<file path="src/rtl/k_way_sorted_run_merge_top_macros.svh">
// ----------------------------------------------------------------------------
// Assertion macros for the k-way merge
// Shared concurrent assertion forms, clocked on clk_i and disabled in reset.
// ----------------------------------------------------------------------------
`ifndef K_WAY_SORTED_RUN_MERGE_TOP_MACROS_SVH
`define K_WAY_SORTED_RUN_MERGE_TOP_MACROS_SVH

// The condition holds at every clock edge outside reset.
`define KWM_ASSERT_ALWAYS(label, cond, msg) \
  label: assert property (@(posedge clk_i) disable iff (!rst_ni) (cond)) else $error(msg);

// The antecedent implies the consequent in the same cycle.
`define KWM_ASSERT_IMP(label, ante, cons, msg) \
  label: assert property (@(posedge clk_i) disable iff (!rst_ni) (ante) |-> (cons)) \
    else $error(msg);

// The antecedent implies the consequent in the next cycle.
`define KWM_ASSERT_NXT(label, ante, cons, msg) \
  label: assert property (@(posedge clk_i) disable iff (!rst_ni) (ante) |=> (cons)) \
    else $error(msg);

`endif

</file>
<file path="src/rtl/kwm_pkg.sv">
// ----------------------------------------------------------------------------
// k-way merge package
// Widths, register indexes, transaction types and the lane count clamp.
// ----------------------------------------------------------------------------
`timescale 1ns / 1ps
`default_nettype none

package kwm_pkg;

  localparam int unsigned MAX_LANES = 8;
  localparam int unsigned LANE_W    = $clog2(MAX_LANES);
  localparam int unsigned CNT_W     = 4;
  localparam int unsigned WORD_W    = 32;
  localparam int unsigned CFG_IDX_W = 1;
  localparam int unsigned CFG_DAT_W = 4;

  localparam logic [CFG_IDX_W-1:0] REG_LANE_COUNT = 1'd0;
  localparam logic [CFG_IDX_W-1:0] REG_KEY_SELECT = 1'd1;

  typedef struct packed {
    logic [LANE_W-1:0] lane;
    logic [WORD_W-1:0] left;
    logic [WORD_W-1:0] right;
    logic              last;
  } kwm_item_t;

  typedef struct packed {
    logic [WORD_W-1:0] left;
    logic [WORD_W-1:0] right;
    logic [LANE_W-1:0] src;
    logic              done;
  } kwm_result_t;

  function automatic logic [CNT_W-1:0] lanes_active(input logic [CNT_W-1:0] cnt);
    logic [CNT_W-1:0] n;
    n = cnt;
    if (n < CNT_W'(2)) begin
      n = CNT_W'(2);
    end else if (n > CNT_W'(MAX_LANES)) begin
      n = CNT_W'(MAX_LANES);
    end
    return n;
  endfunction

endpackage

`default_nettype wire

</file>
<file path="src/rtl/kwm_front.sv">
// ----------------------------------------------------------------------------
// k-way merge front end
// Accepts input transactions, drops those for inactive lanes and queues the
// rest in a two-entry buffer toward the merge engine.
// ----------------------------------------------------------------------------
`timescale 1ns / 1ps
`default_nettype none

module kwm_front
  import kwm_pkg::*;
(
  input  wire logic               clk_i,
  input  wire logic               rst_ni,
  input  wire logic               push,
  output logic                    full,
  input  wire logic [LANE_W-1:0]  lane_i,
  input  wire logic [WORD_W-1:0]  in_left_i,
  input  wire logic [WORD_W-1:0]  in_right_i,
  input  wire logic               lane_final_i,
  input  wire logic [CNT_W-1:0]   lane_count_i,
  output logic                    item_valid_o,
  output kwm_item_t               item_o,
  input  wire logic               item_pop_i
);

  kwm_item_t  buf_q [2];
  logic       wr_ptr_q, wr_ptr_d;
  logic       rd_ptr_q, rd_ptr_d;
  logic [1:0] cnt_q, cnt_d;
  logic       accept;
  logic       lane_live;
  logic       wr_en;
  logic       rd_en;

  assign full         = (cnt_q == 2'd2);
  assign item_valid_o = (cnt_q != 2'd0);
  assign item_o       = buf_q[rd_ptr_q];

  assign accept    = push & ~full;
  assign lane_live = (CNT_W'(lane_i) < lanes_active(lane_count_i));
  assign wr_en     = accept & lane_live;
  assign rd_en     = item_pop_i & item_valid_o;

  always_comb begin
    wr_ptr_d = wr_ptr_q ^ wr_en;
    rd_ptr_d = rd_ptr_q ^ rd_en;
    cnt_d    = cnt_q;
    if (wr_en && !rd_en) begin
      cnt_d = cnt_q + 2'd1;
    end else if (rd_en && !wr_en) begin
      cnt_d = cnt_q - 2'd1;
    end
  end

  always_ff @(posedge clk_i or negedge rst_ni) begin
    if (!rst_ni) begin
      wr_ptr_q <= 1'b0;
      rd_ptr_q <= 1'b0;
      cnt_q    <= 2'd0;
    end else begin
      wr_ptr_q <= wr_ptr_d;
      rd_ptr_q <= rd_ptr_d;
      cnt_q    <= cnt_d;
    end
  end

  always_ff @(posedge clk_i) begin
    if (wr_en) begin
      buf_q[wr_ptr_q] <= '{lane: lane_i, left: in_left_i, right: in_right_i,
                           last: lane_final_i};
    end
  end

endmodule

`default_nettype wire

</file>
<file path="src/rtl/kwm_res_fifo.sv">
// ----------------------------------------------------------------------------
// k-way merge result queue
// Two-entry queue that holds emitted pairs until the consumer pops them.
// ----------------------------------------------------------------------------
`timescale 1ns / 1ps
`default_nettype none

module kwm_res_fifo
  import kwm_pkg::*;
(
  input  wire logic  clk_i,
  input  wire logic  rst_ni,
  input  wire logic  res_push_i,
  input  kwm_result_t res_i,
  output logic       res_full_o,
  output logic       empty,
  input  wire logic  pop,
  output kwm_result_t res_o
);

  kwm_result_t buf_q [2];
  logic        wr_ptr_q, wr_ptr_d;
  logic        rd_ptr_q, rd_ptr_d;
  logic [1:0]  cnt_q, cnt_d;
  logic        wr_en;
  logic        rd_en;

  assign res_full_o = (cnt_q == 2'd2);
  assign empty      = (cnt_q == 2'd0);
  assign res_o      = buf_q[rd_ptr_q];

  assign wr_en = res_push_i & ~res_full_o;
  assign rd_en = pop & ~empty;

  always_comb begin
    wr_ptr_d = wr_ptr_q ^ wr_en;
    rd_ptr_d = rd_ptr_q ^ rd_en;
    cnt_d    = cnt_q;
    if (wr_en && !rd_en) begin
      cnt_d = cnt_q + 2'd1;
    end else if (rd_en && !wr_en) begin
      cnt_d = cnt_q - 2'd1;
    end
  end

  always_ff @(posedge clk_i or negedge rst_ni) begin
    if (!rst_ni) begin
      wr_ptr_q <= 1'b0;
      rd_ptr_q <= 1'b0;
      cnt_q    <= 2'd0;
    end else begin
      wr_ptr_q <= wr_ptr_d;
      rd_ptr_q <= rd_ptr_d;
      cnt_q    <= cnt_d;
    end
  end

  always_ff @(posedge clk_i) begin
    if (wr_en) begin
      buf_q[wr_ptr_q] <= res_i;
    end
  end

endmodule

`default_nettype wire

</file>
<file path="src/rtl/kwm_back.sv">
// ----------------------------------------------------------------------------
// k-way merge engine
// Holds the lane heads, loads one queued transaction, then emits the
// smallest head once per cycle while every active lane is ready and the result queue has room.
// ----------------------------------------------------------------------------
`timescale 1ns / 1ps
`default_nettype none

`include "k_way_sorted_run_merge_top_macros.svh"

module kwm_back
  import kwm_pkg::*;
(
  input  wire logic              clk_i,
  input  wire logic              rst_ni,
  input  wire logic [CNT_W-1:0]  lane_count_i,
  input  wire logic              key_select_i,
  input  wire logic              item_valid_i,
  input  kwm_item_t              item_i,
  output logic                   item_pop_o,
  input  wire logic              res_full_i,
  output logic                   res_push_o,
  output kwm_result_t            res_o
);

  localparam int unsigned LVLS = LANE_W;
  localparam int unsigned PAD  = 1 << LANE_W;

  localparam logic ST_IDLE = 1'b0;
  localparam logic ST_EMIT = 1'b1;

  logic                 state_q, state_d;
  logic [MAX_LANES-1:0] head_valid_q, head_valid_d;
  logic [MAX_LANES-1:0] head_final_q, head_final_d;
  logic [MAX_LANES-1:0] lane_done_q, lane_done_d;
  logic [WORD_W-1:0]    head_left_q  [MAX_LANES];
  logic [WORD_W-1:0]    head_right_q [MAX_LANES];

  logic [CNT_W-1:0]     n_act;
  logic [MAX_LANES-1:0] mask;
  logic                 all_ready;
  logic                 lv_ok  [0:LVLS][0:PAD-1];
  logic [WORD_W-1:0]    lv_key [0:LVLS][0:PAD-1];
  logic [LANE_W-1:0]    lv_idx [0:LVLS][0:PAD-1];
  logic                 sel_any;
  logic [LANE_W-1:0]    best;
  logic                 head_we;
  logic                 res_done;

  assign n_act = lanes_active(lane_count_i);

  always_comb begin
    for (int i = 0; i < MAX_LANES; i++) begin
      mask[i] = (CNT_W'(i) < n_act);
    end
  end

  assign all_ready = &(head_valid_q | lane_done_q | ~mask);

  always_comb begin
    for (int l = 0; l <= LVLS; l++) begin
      for (int j = 0; j < PAD; j++) begin
        lv_ok[l][j]  = 1'b0;
        lv_key[l][j] = '0;
        lv_idx[l][j] = '0;
      end
    end
    for (int i = 0; i < MAX_LANES; i++) begin
      lv_ok[0][i]  = head_valid_q[i] & mask[i];
      lv_key[0][i] = key_select_i ? head_right_q[i] : head_left_q[i];
      lv_idx[0][i] = LANE_W'(i);
    end
    for (int l = 0; l < LVLS; l++) begin
      for (int j = 0; j < (PAD >> (l + 1)); j++) begin
        if (lv_ok[l][2*j+1] &&
            (!lv_ok[l][2*j] || (lv_key[l][2*j+1] < lv_key[l][2*j]))) begin
          lv_ok[l+1][j]  = 1'b1;
          lv_key[l+1][j] = lv_key[l][2*j+1];
          lv_idx[l+1][j] = lv_idx[l][2*j+1];
        end else begin
          lv_ok[l+1][j]  = lv_ok[l][2*j];
          lv_key[l+1][j] = lv_key[l][2*j];
          lv_idx[l+1][j] = lv_idx[l][2*j];
        end
      end
    end
  end

  assign sel_any = lv_ok[LVLS][0];
  assign best    = lv_idx[LVLS][0];

  assign head_we = (state_q == ST_IDLE) && item_valid_i && !lane_done_q[item_i.lane];

  always_comb begin
    state_d      = state_q;
    head_valid_d = head_valid_q;
    head_final_d = head_final_q;
    lane_done_d  = lane_done_q;
    item_pop_o   = 1'b0;
    res_push_o   = 1'b0;
    res_done     = 1'b0;
    unique case (state_q)
      ST_IDLE: begin
        if (item_valid_i) begin
          item_pop_o = 1'b1;
          if (!lane_done_q[item_i.lane]) begin
            head_valid_d[item_i.lane] = 1'b1;
            head_final_d[item_i.lane] = item_i.last;
            state_d                   = ST_EMIT;
          end
        end
      end
      ST_EMIT: begin
        if (!(all_ready && sel_any)) begin
          state_d = ST_IDLE;
        end else if (!res_full_i) begin
          res_push_o         = 1'b1;
          head_valid_d[best] = 1'b0;
          if (head_final_q[best]) begin
            head_final_d[best] = 1'b0;
            lane_done_d[best]  = 1'b1;
          end
          res_done = &(lane_done_d | ~mask);
          if (res_done) begin
            head_valid_d = '0;
            head_final_d = '0;
            lane_done_d  = '0;
            state_d      = ST_IDLE;
          end
        end
      end
    endcase
  end

  assign res_o = '{left: head_left_q[best], right: head_right_q[best], src: best,
                   done: res_done};

  always_ff @(posedge clk_i or negedge rst_ni) begin
    if (!rst_ni) begin
      state_q      <= ST_IDLE;
      head_valid_q <= '0;
      head_final_q <= '0;
      lane_done_q  <= '0;
    end else begin
      state_q      <= state_d;
      head_valid_q <= head_valid_d;
      head_final_q <= head_final_d;
      lane_done_q  <= lane_done_d;
    end
  end

  always_ff @(posedge clk_i) begin
    if (head_we) begin
      head_left_q[item_i.lane]  <= item_i.left;
      head_right_q[item_i.lane] <= item_i.right;
    end
  end

  `KWM_ASSERT_IMP(a_push_in_emit, res_push_o, state_q == ST_EMIT, "result pushed outside emit")
  `KWM_ASSERT_NXT(a_done_clears, res_push_o && res_done, (head_valid_q == '0) && (lane_done_q == '0), "merge state not cleared after final pair")
  `KWM_ASSERT_ALWAYS(a_valid_not_done, (head_valid_q & lane_done_q) == '0, "finished lane holds a valid head")
  `KWM_ASSERT_ALWAYS(a_final_needs_valid, (head_final_q & ~head_valid_q) == '0, "final flag without valid head")

endmodule

`default_nettype wire

</file>
<file path="src/rtl/k_way_sorted_run_merge_top.sv">
// ----------------------------------------------------------------------------
// k-way sorted run merge, top level
// Merges up to eight sorted runs of 32-bit pairs into one sorted stream.
//
//   Channel   Handshake        Payload
//   input     push / full      lane_i, in_left_i, in_right_i, lane_final_i
//   result    empty / pop      out_left_o, out_right_o, source_lane_o, merge_done_o
//   config    cfg_we_i         cfg_idx_i, cfg_data_i
//
// Inactive-lane transactions are dropped on acceptance; a finished-lane one
// is popped and dropped by the engine. Otherwise the engine loads the head,
// emits one pair per cycle while all active lanes are ready and the result
// queue has room, and goes idle when no pair is ready or the merge closes.
// Two-entry input and result queues decouple the sides; a full result queue
// holds the engine in place. Reset clears all lane state, two lanes, left key.
// ----------------------------------------------------------------------------
`timescale 1ns / 1ps
`default_nettype none

module k_way_sorted_run_merge_top
  import kwm_pkg::*;
(
  input  wire logic                 clk_i,
  input  wire logic                 rst_ni,
  input  wire logic                 cfg_we_i,
  input  wire logic [CFG_IDX_W-1:0] cfg_idx_i,
  input  wire logic [CFG_DAT_W-1:0] cfg_data_i,
  input  wire logic                 push,
  output logic                      full,
  input  wire logic [LANE_W-1:0]    lane_i,
  input  wire logic [WORD_W-1:0]    in_left_i,
  input  wire logic [WORD_W-1:0]    in_right_i,
  input  wire logic                 lane_final_i,
  output logic                      empty,
  input  wire logic                 pop,
  output logic [WORD_W-1:0]         out_left_o,
  output logic [WORD_W-1:0]         out_right_o,
  output logic [LANE_W-1:0]         source_lane_o,
  output logic                      merge_done_o
);

  logic [CNT_W-1:0] lane_count_q, lane_count_d;
  logic             key_select_q, key_select_d;
  logic             item_valid;
  kwm_item_t        item;
  logic             item_pop;
  logic             res_full;
  logic             res_push;
  kwm_result_t      res_in;
  kwm_result_t      res_out;

  always_comb begin
    lane_count_d = lane_count_q;
    key_select_d = key_select_q;
    if (cfg_we_i) begin
      unique case (cfg_idx_i)
        REG_LANE_COUNT: lane_count_d = cfg_data_i[CNT_W-1:0];
        REG_KEY_SELECT: key_select_d = cfg_data_i[0];
      endcase
    end
  end

  always_ff @(posedge clk_i or negedge rst_ni) begin
    if (!rst_ni) begin
      lane_count_q <= CNT_W'(2);
      key_select_q <= 1'b0;
    end else begin
      lane_count_q <= lane_count_d;
      key_select_q <= key_select_d;
    end
  end

  kwm_front u_front (
    .clk_i        (clk_i),
    .rst_ni       (rst_ni),
    .push         (push),
    .full         (full),
    .lane_i       (lane_i),
    .in_left_i    (in_left_i),
    .in_right_i   (in_right_i),
    .lane_final_i (lane_final_i),
    .lane_count_i (lane_count_q),
    .item_valid_o (item_valid),
    .item_o       (item),
    .item_pop_i   (item_pop)
  );

  kwm_back u_back (
    .clk_i        (clk_i),
    .rst_ni       (rst_ni),
    .lane_count_i (lane_count_q),
    .key_select_i (key_select_q),
    .item_valid_i (item_valid),
    .item_i       (item),
    .item_pop_o   (item_pop),
    .res_full_i   (res_full),
    .res_push_o   (res_push),
    .res_o        (res_in)
  );

  kwm_res_fifo u_res_fifo (
    .clk_i      (clk_i),
    .rst_ni     (rst_ni),
    .res_push_i (res_push),
    .res_i      (res_in),
    .res_full_o (res_full),
    .empty      (empty),
    .pop        (pop),
    .res_o      (res_out)
  );

  assign out_left_o    = res_out.left;
  assign out_right_o   = res_out.right;
  assign source_lane_o = res_out.src;
  assign merge_done_o  = res_out.done;

endmodule

`default_nettype wire
</file>
<file path="config.mk">
export PLATFORM = sky130hd
export DESIGN_NAME = k_way_sorted_run_merge_top
export DESIGN_NICKNAME = d
export VERILOG_FILES = /design/src/rtl/kwm_pkg.sv /design/src/rtl/kwm_front.sv /design/src/rtl/kwm_res_fifo.sv /design/src/rtl/kwm_back.sv /design/src/rtl/k_way_sorted_run_merge_top.sv
export VERILOG_INCLUDE_DIRS = /design/src /design/src/rtl
export SDC_FILE = /design/constraint.sdc
export NUM_CORES = 2
export LEC_CHECK = 0
export ABC_CLOCK_PERIOD_IN_PS = 10100
export BUFFER_PORTS_ARGS = -buffer_cell sky130_fd_sc_hd__buf_2
export CAP_MARGIN = 20
export CORE_MARGIN = 2
export CORE_UTILIZATION = 42
export CTS_CLUSTER_DIAMETER = 150
export CTS_CLUSTER_SIZE = 25
export DETAILED_ROUTE_END_ITERATION = 10
export GPL_ROUTABILITY_DRIVEN = 0
export PLACE_DENSITY = 0.68
export SYNTH_ARGS = -nofsm -noshare
export SYNTH_HDL_FRONTEND = slang
export SYNTH_SLANG_ARGS = --single-unit
</file>
<file path="constraint.sdc">
create_clock -name clk_i -period 10.1 [get_ports clk_i]
set_input_delay 3.03 -clock clk_i [delete_from_list [all_inputs] [get_ports clk_i]]
set_output_delay 3.03 -clock clk_i [all_outputs]
set_load 0.02 [all_outputs]
</file>
==> flow_summary_export.csv <==
group,metric,value,unit
cts,clk_path_buf_depth,3,
cts,cts_hold_buffers,0,
logic_synthesis,syn_std_cell_area,41200,um2
logic_synthesis,synth_top_cells_by_count,"edfxtp_1, nand2_1, mux2_2, a21oi_1, ha_1",
drt,drt_pre_antenna_iters,6,
setup_path,crit_path_top_delay_cell,"dfrtp_4",
sta,max_transition_viols_final,0,
layout,area_growth,10.8,%
logic_synthesis,ys_async_sr_fraction,4.62,%
logic_synthesis,synth_cell_types,75,
logic_synthesis,cell_type_contributing_the_most_total_cell_area_after_synthesis,"edfxtp_1",
global_routing,grt_overflow,0,
logic_synthesis,synth_sequential_area_ratio,59.4,%
layout,layout.nets,3636,
sta,skew,33.8,ps
logic_synthesis,postSynthRegisterBits,822,
layout,fill_cells,8516,
drt,drt_drc_violations_left,0,
sta,holdWs,526,ps
cts,clock_edge_transition_at_the_registers_on_the_reported_setup_and_hold_paths,100,ps
global_routing,first_pass_grt_wire_length,172,mm
setup_path,critical-path-max-stage-delay,540,ps
logic_synthesis,synth-edff-count,784,
sta,post_layout_minimum_cycle_time,9690,ps
logic_synthesis,synthesis.area_per_instance,13.0,um2
sta,maxSlewHeadroom,23.1,%
placed_design,portBuffers,147,
logic_synthesis,dominantRegCellSynth,"edfxtp_1",
setup_path,critical_path.endpoint_type,"flip-flop",
setup_path,worstRegToRegCells,38,
sta,worst-slew-pin-transition,1150,ps
cts,cts-root-buf,"clkbuf_16",
placed_design,post-place-ws,52.4,ps
floorplanning,number_of_primary_i_o_pins,148,
logic_synthesis,fraction_of_post_synthesis_cell_area_in_the_top_cell_type_by_area,57.1,%
drt,detail-route-antenna-nets,0,
hold_path,worstHoldPathCells,1,
drt,wirelength,117,mm
drt,detailroute.via_count,27528,
setup_path,critPathArrivalTime,10010,ps
global_routing,grtUsageMet1,31.0,%
global_routing,busiest_layer,"met2",
run_status,run_status,"finished, final reports clean",
floorplanning,die_area,101000,um2
sta,setup_viol_count_final,0,
global_routing,groute.layer.met2.usage,38.4,%
layout,final-instance-count-excl-fill,4624,
logic_synthesis,synthesis.nets,3480,
global_routing,grt_util_all_layers,22.9,%
global_routing,maximum_number_of_pins_on_one_net_before_global_route_repair,66,
drt,detail_route.vias_per_cell,5.95,
floorplanning,initial_core_util,42.5,%
global_routing,via_count_of_the_first_global_routing_pass,27424,
sta,final_hold_viol_count,0,
setup_path,critical_path_peak_fanout,41,
cts,clkSinkCount,822,
cts,tritoncts,"yes",
drt,wire_per_inst,25.2,um
cts,clock_latency_of_the_later_clocked_register_in_the_worst_skew_pair,630,ps
sta,post-route-worst-setup-slack,410,ps
logic_synthesis,postSynthCellCount,3177,
setup_path,worstPathRequired,10420,ps
drt,initialDrtViolationCount,3219,
floorplanning,die_w,317,um
floorplanning,die_height,317,um
layout,drive_above_1_share,22.1,%
setup_path,setup.worst_path.start_class,"flip-flop",
logic_synthesis,synthMostInstantiatedCell,"edfxtp_1",
floorplanning,fp-row-count,114,
placed_design,placedCellCount,4554,
sta,max_clock_freq,103,MHz
floorplanning,core_region_area,97000,um2
hold_path,worst_hold_path_type,"reg -> reg",
logic_synthesis,ys.warnings.count,0,
layout,n_antenna_cell,0,
global_routing,grt_util_met3,2.87,%
run,max_cap_violations,0,
placed_design,dp_hpwl,80.9,mm
sta,final_worst_path_cycle_share,95.9,%
logic_synthesis,yosys-top-cells-area,"edfxtp_1, mux2_2, ha_1",
cts,cts_inserted_buffers,38,
sta,finalSetupTns,0,ps
cts,htree_levels,2,
setup_path,timing_worst_setup_path_type,"reg -> reg",
global_routing,grt_antenna_before_repair,1,
[per-stage QoR]
step,area [um2],util [%]
2_1_floorplan,41200,-
3_3_place_gp,44400,45.7
3_5_place_dp,44400,45.8
4_1_cts,45500,46.9
5_1_grt,45700,47.1
6_report,45700,47.1
[metal layers]
metal | wire length, um | share of wire [%]
met5 | 0 | 0
met4 | 3610 | 3.1
met3 | 7790 | 6.7
met2 | 56300 | 48
met1 | 48900 | 42
[cell type report]
cell class	count	area (um2)	share of cell area (%)
timing repair buffer	277	2100	4.60
tap	1276	1600	3.50
sequential	822	24500	53.7
clock buffer	54	1070	2.35
inverter	33	124	0.271
multi-input combinational	2161	16300	35.6
clock inverter	1	5.00	0.0110
[critical path: cells and delay by family, from the launching register on]
| kind | cells | cell delay, ps |
|---|---|---|
| DFF | 1 | 540 |
| buffers and inverters | 9 | 1760 |
| adders and majority gates | 3 | 870 |
| muxes | 1 | 360 |
| and+or+nand+nor | 6 | 1340 |
| AOI/OAI and AO/OA | 19 | 4450 |
[flip-flops by register name, indices dropped and copies added (netlist names)]
| signal | count |
|---|---|
| u_back.head_right_q | 256 |
| u_back.head_valid_q | 8 |
| u_back.head_final_q | 8 |
| key_select_q | 1 |
| u_res_fifo.wr_ptr_q | 1 |
| u_back.head_left_q | 256 |
| u_res_fifo.cnt_q | 2 |
| u_front.wr_ptr_q | 1 |
| u_back.state_q | 1 |
| u_front.rd_ptr_q | 1 |
| u_front.buf_q | 136 |
| u_res_fifo.buf_q | 136 |
| lane_count_q | 4 |
| u_res_fifo.rd_ptr_q | 1 |
| u_back.lane_done_q | 8 |
| u_front.cnt_q | 2 |
[what timing repair did]
item / in CTS / in global routing
setup endpoints to repair: 0 / 159
gates resized for setup: 0 / 18
buffers inserted: 0 / 15
[cells by family after synthesis]
group | share of synthesized area (%)
AND/OR/NAND/NOR | 8.25
adder cells (fa/ha/maj) | 6.83
buffers and inverters | 1.80
multiplexers | 13.1
AO/OA/AOI/OAI | 10.4
flip-flops | 59.4
XOR/XNOR | 0.170
[worst paths after layout]
check | from | endpoint | slack, ps
min in group asynchronous | rst_ni | lane_count_q[3] | 2530
setup / recovery | key_select_q | u_res_fifo.buf_q[1][16] | 410
hold / removal | u_res_fifo.cnt_q[1] | u_res_fifo.cnt_q[1] | 530
max in group asynchronous | rst_ni | key_select_q | 6880
setup reg to reg | key_select_q | u_res_fifo.buf_q[1][16] | 410
hold reg to reg | u_res_fifo.cnt_q[1] | u_res_fifo.cnt_q[1] | 530
[cells in the final DEF, fill, tap and decap left out, types with 41 or more instances in the layout]
cell,Yosys,routed
edfxtp_1,784,784
mux2_2,358,358
nand2_1,359,356
a21oi_1,267,262
ha_1,225,221
buf_2,8,147
nor2_1,154,145
mux2i_1,135,134
o21ai_0,130,129
buf_4,1,100
a22oi_1,81,81
nand2b_1,70,69
a221oi_1,68,67
clkbuf_16,0,41
Power is left out: the tool's default activity adds up to more than one toggle a clock period on the data nets, which glitch-free logic cannot reach.
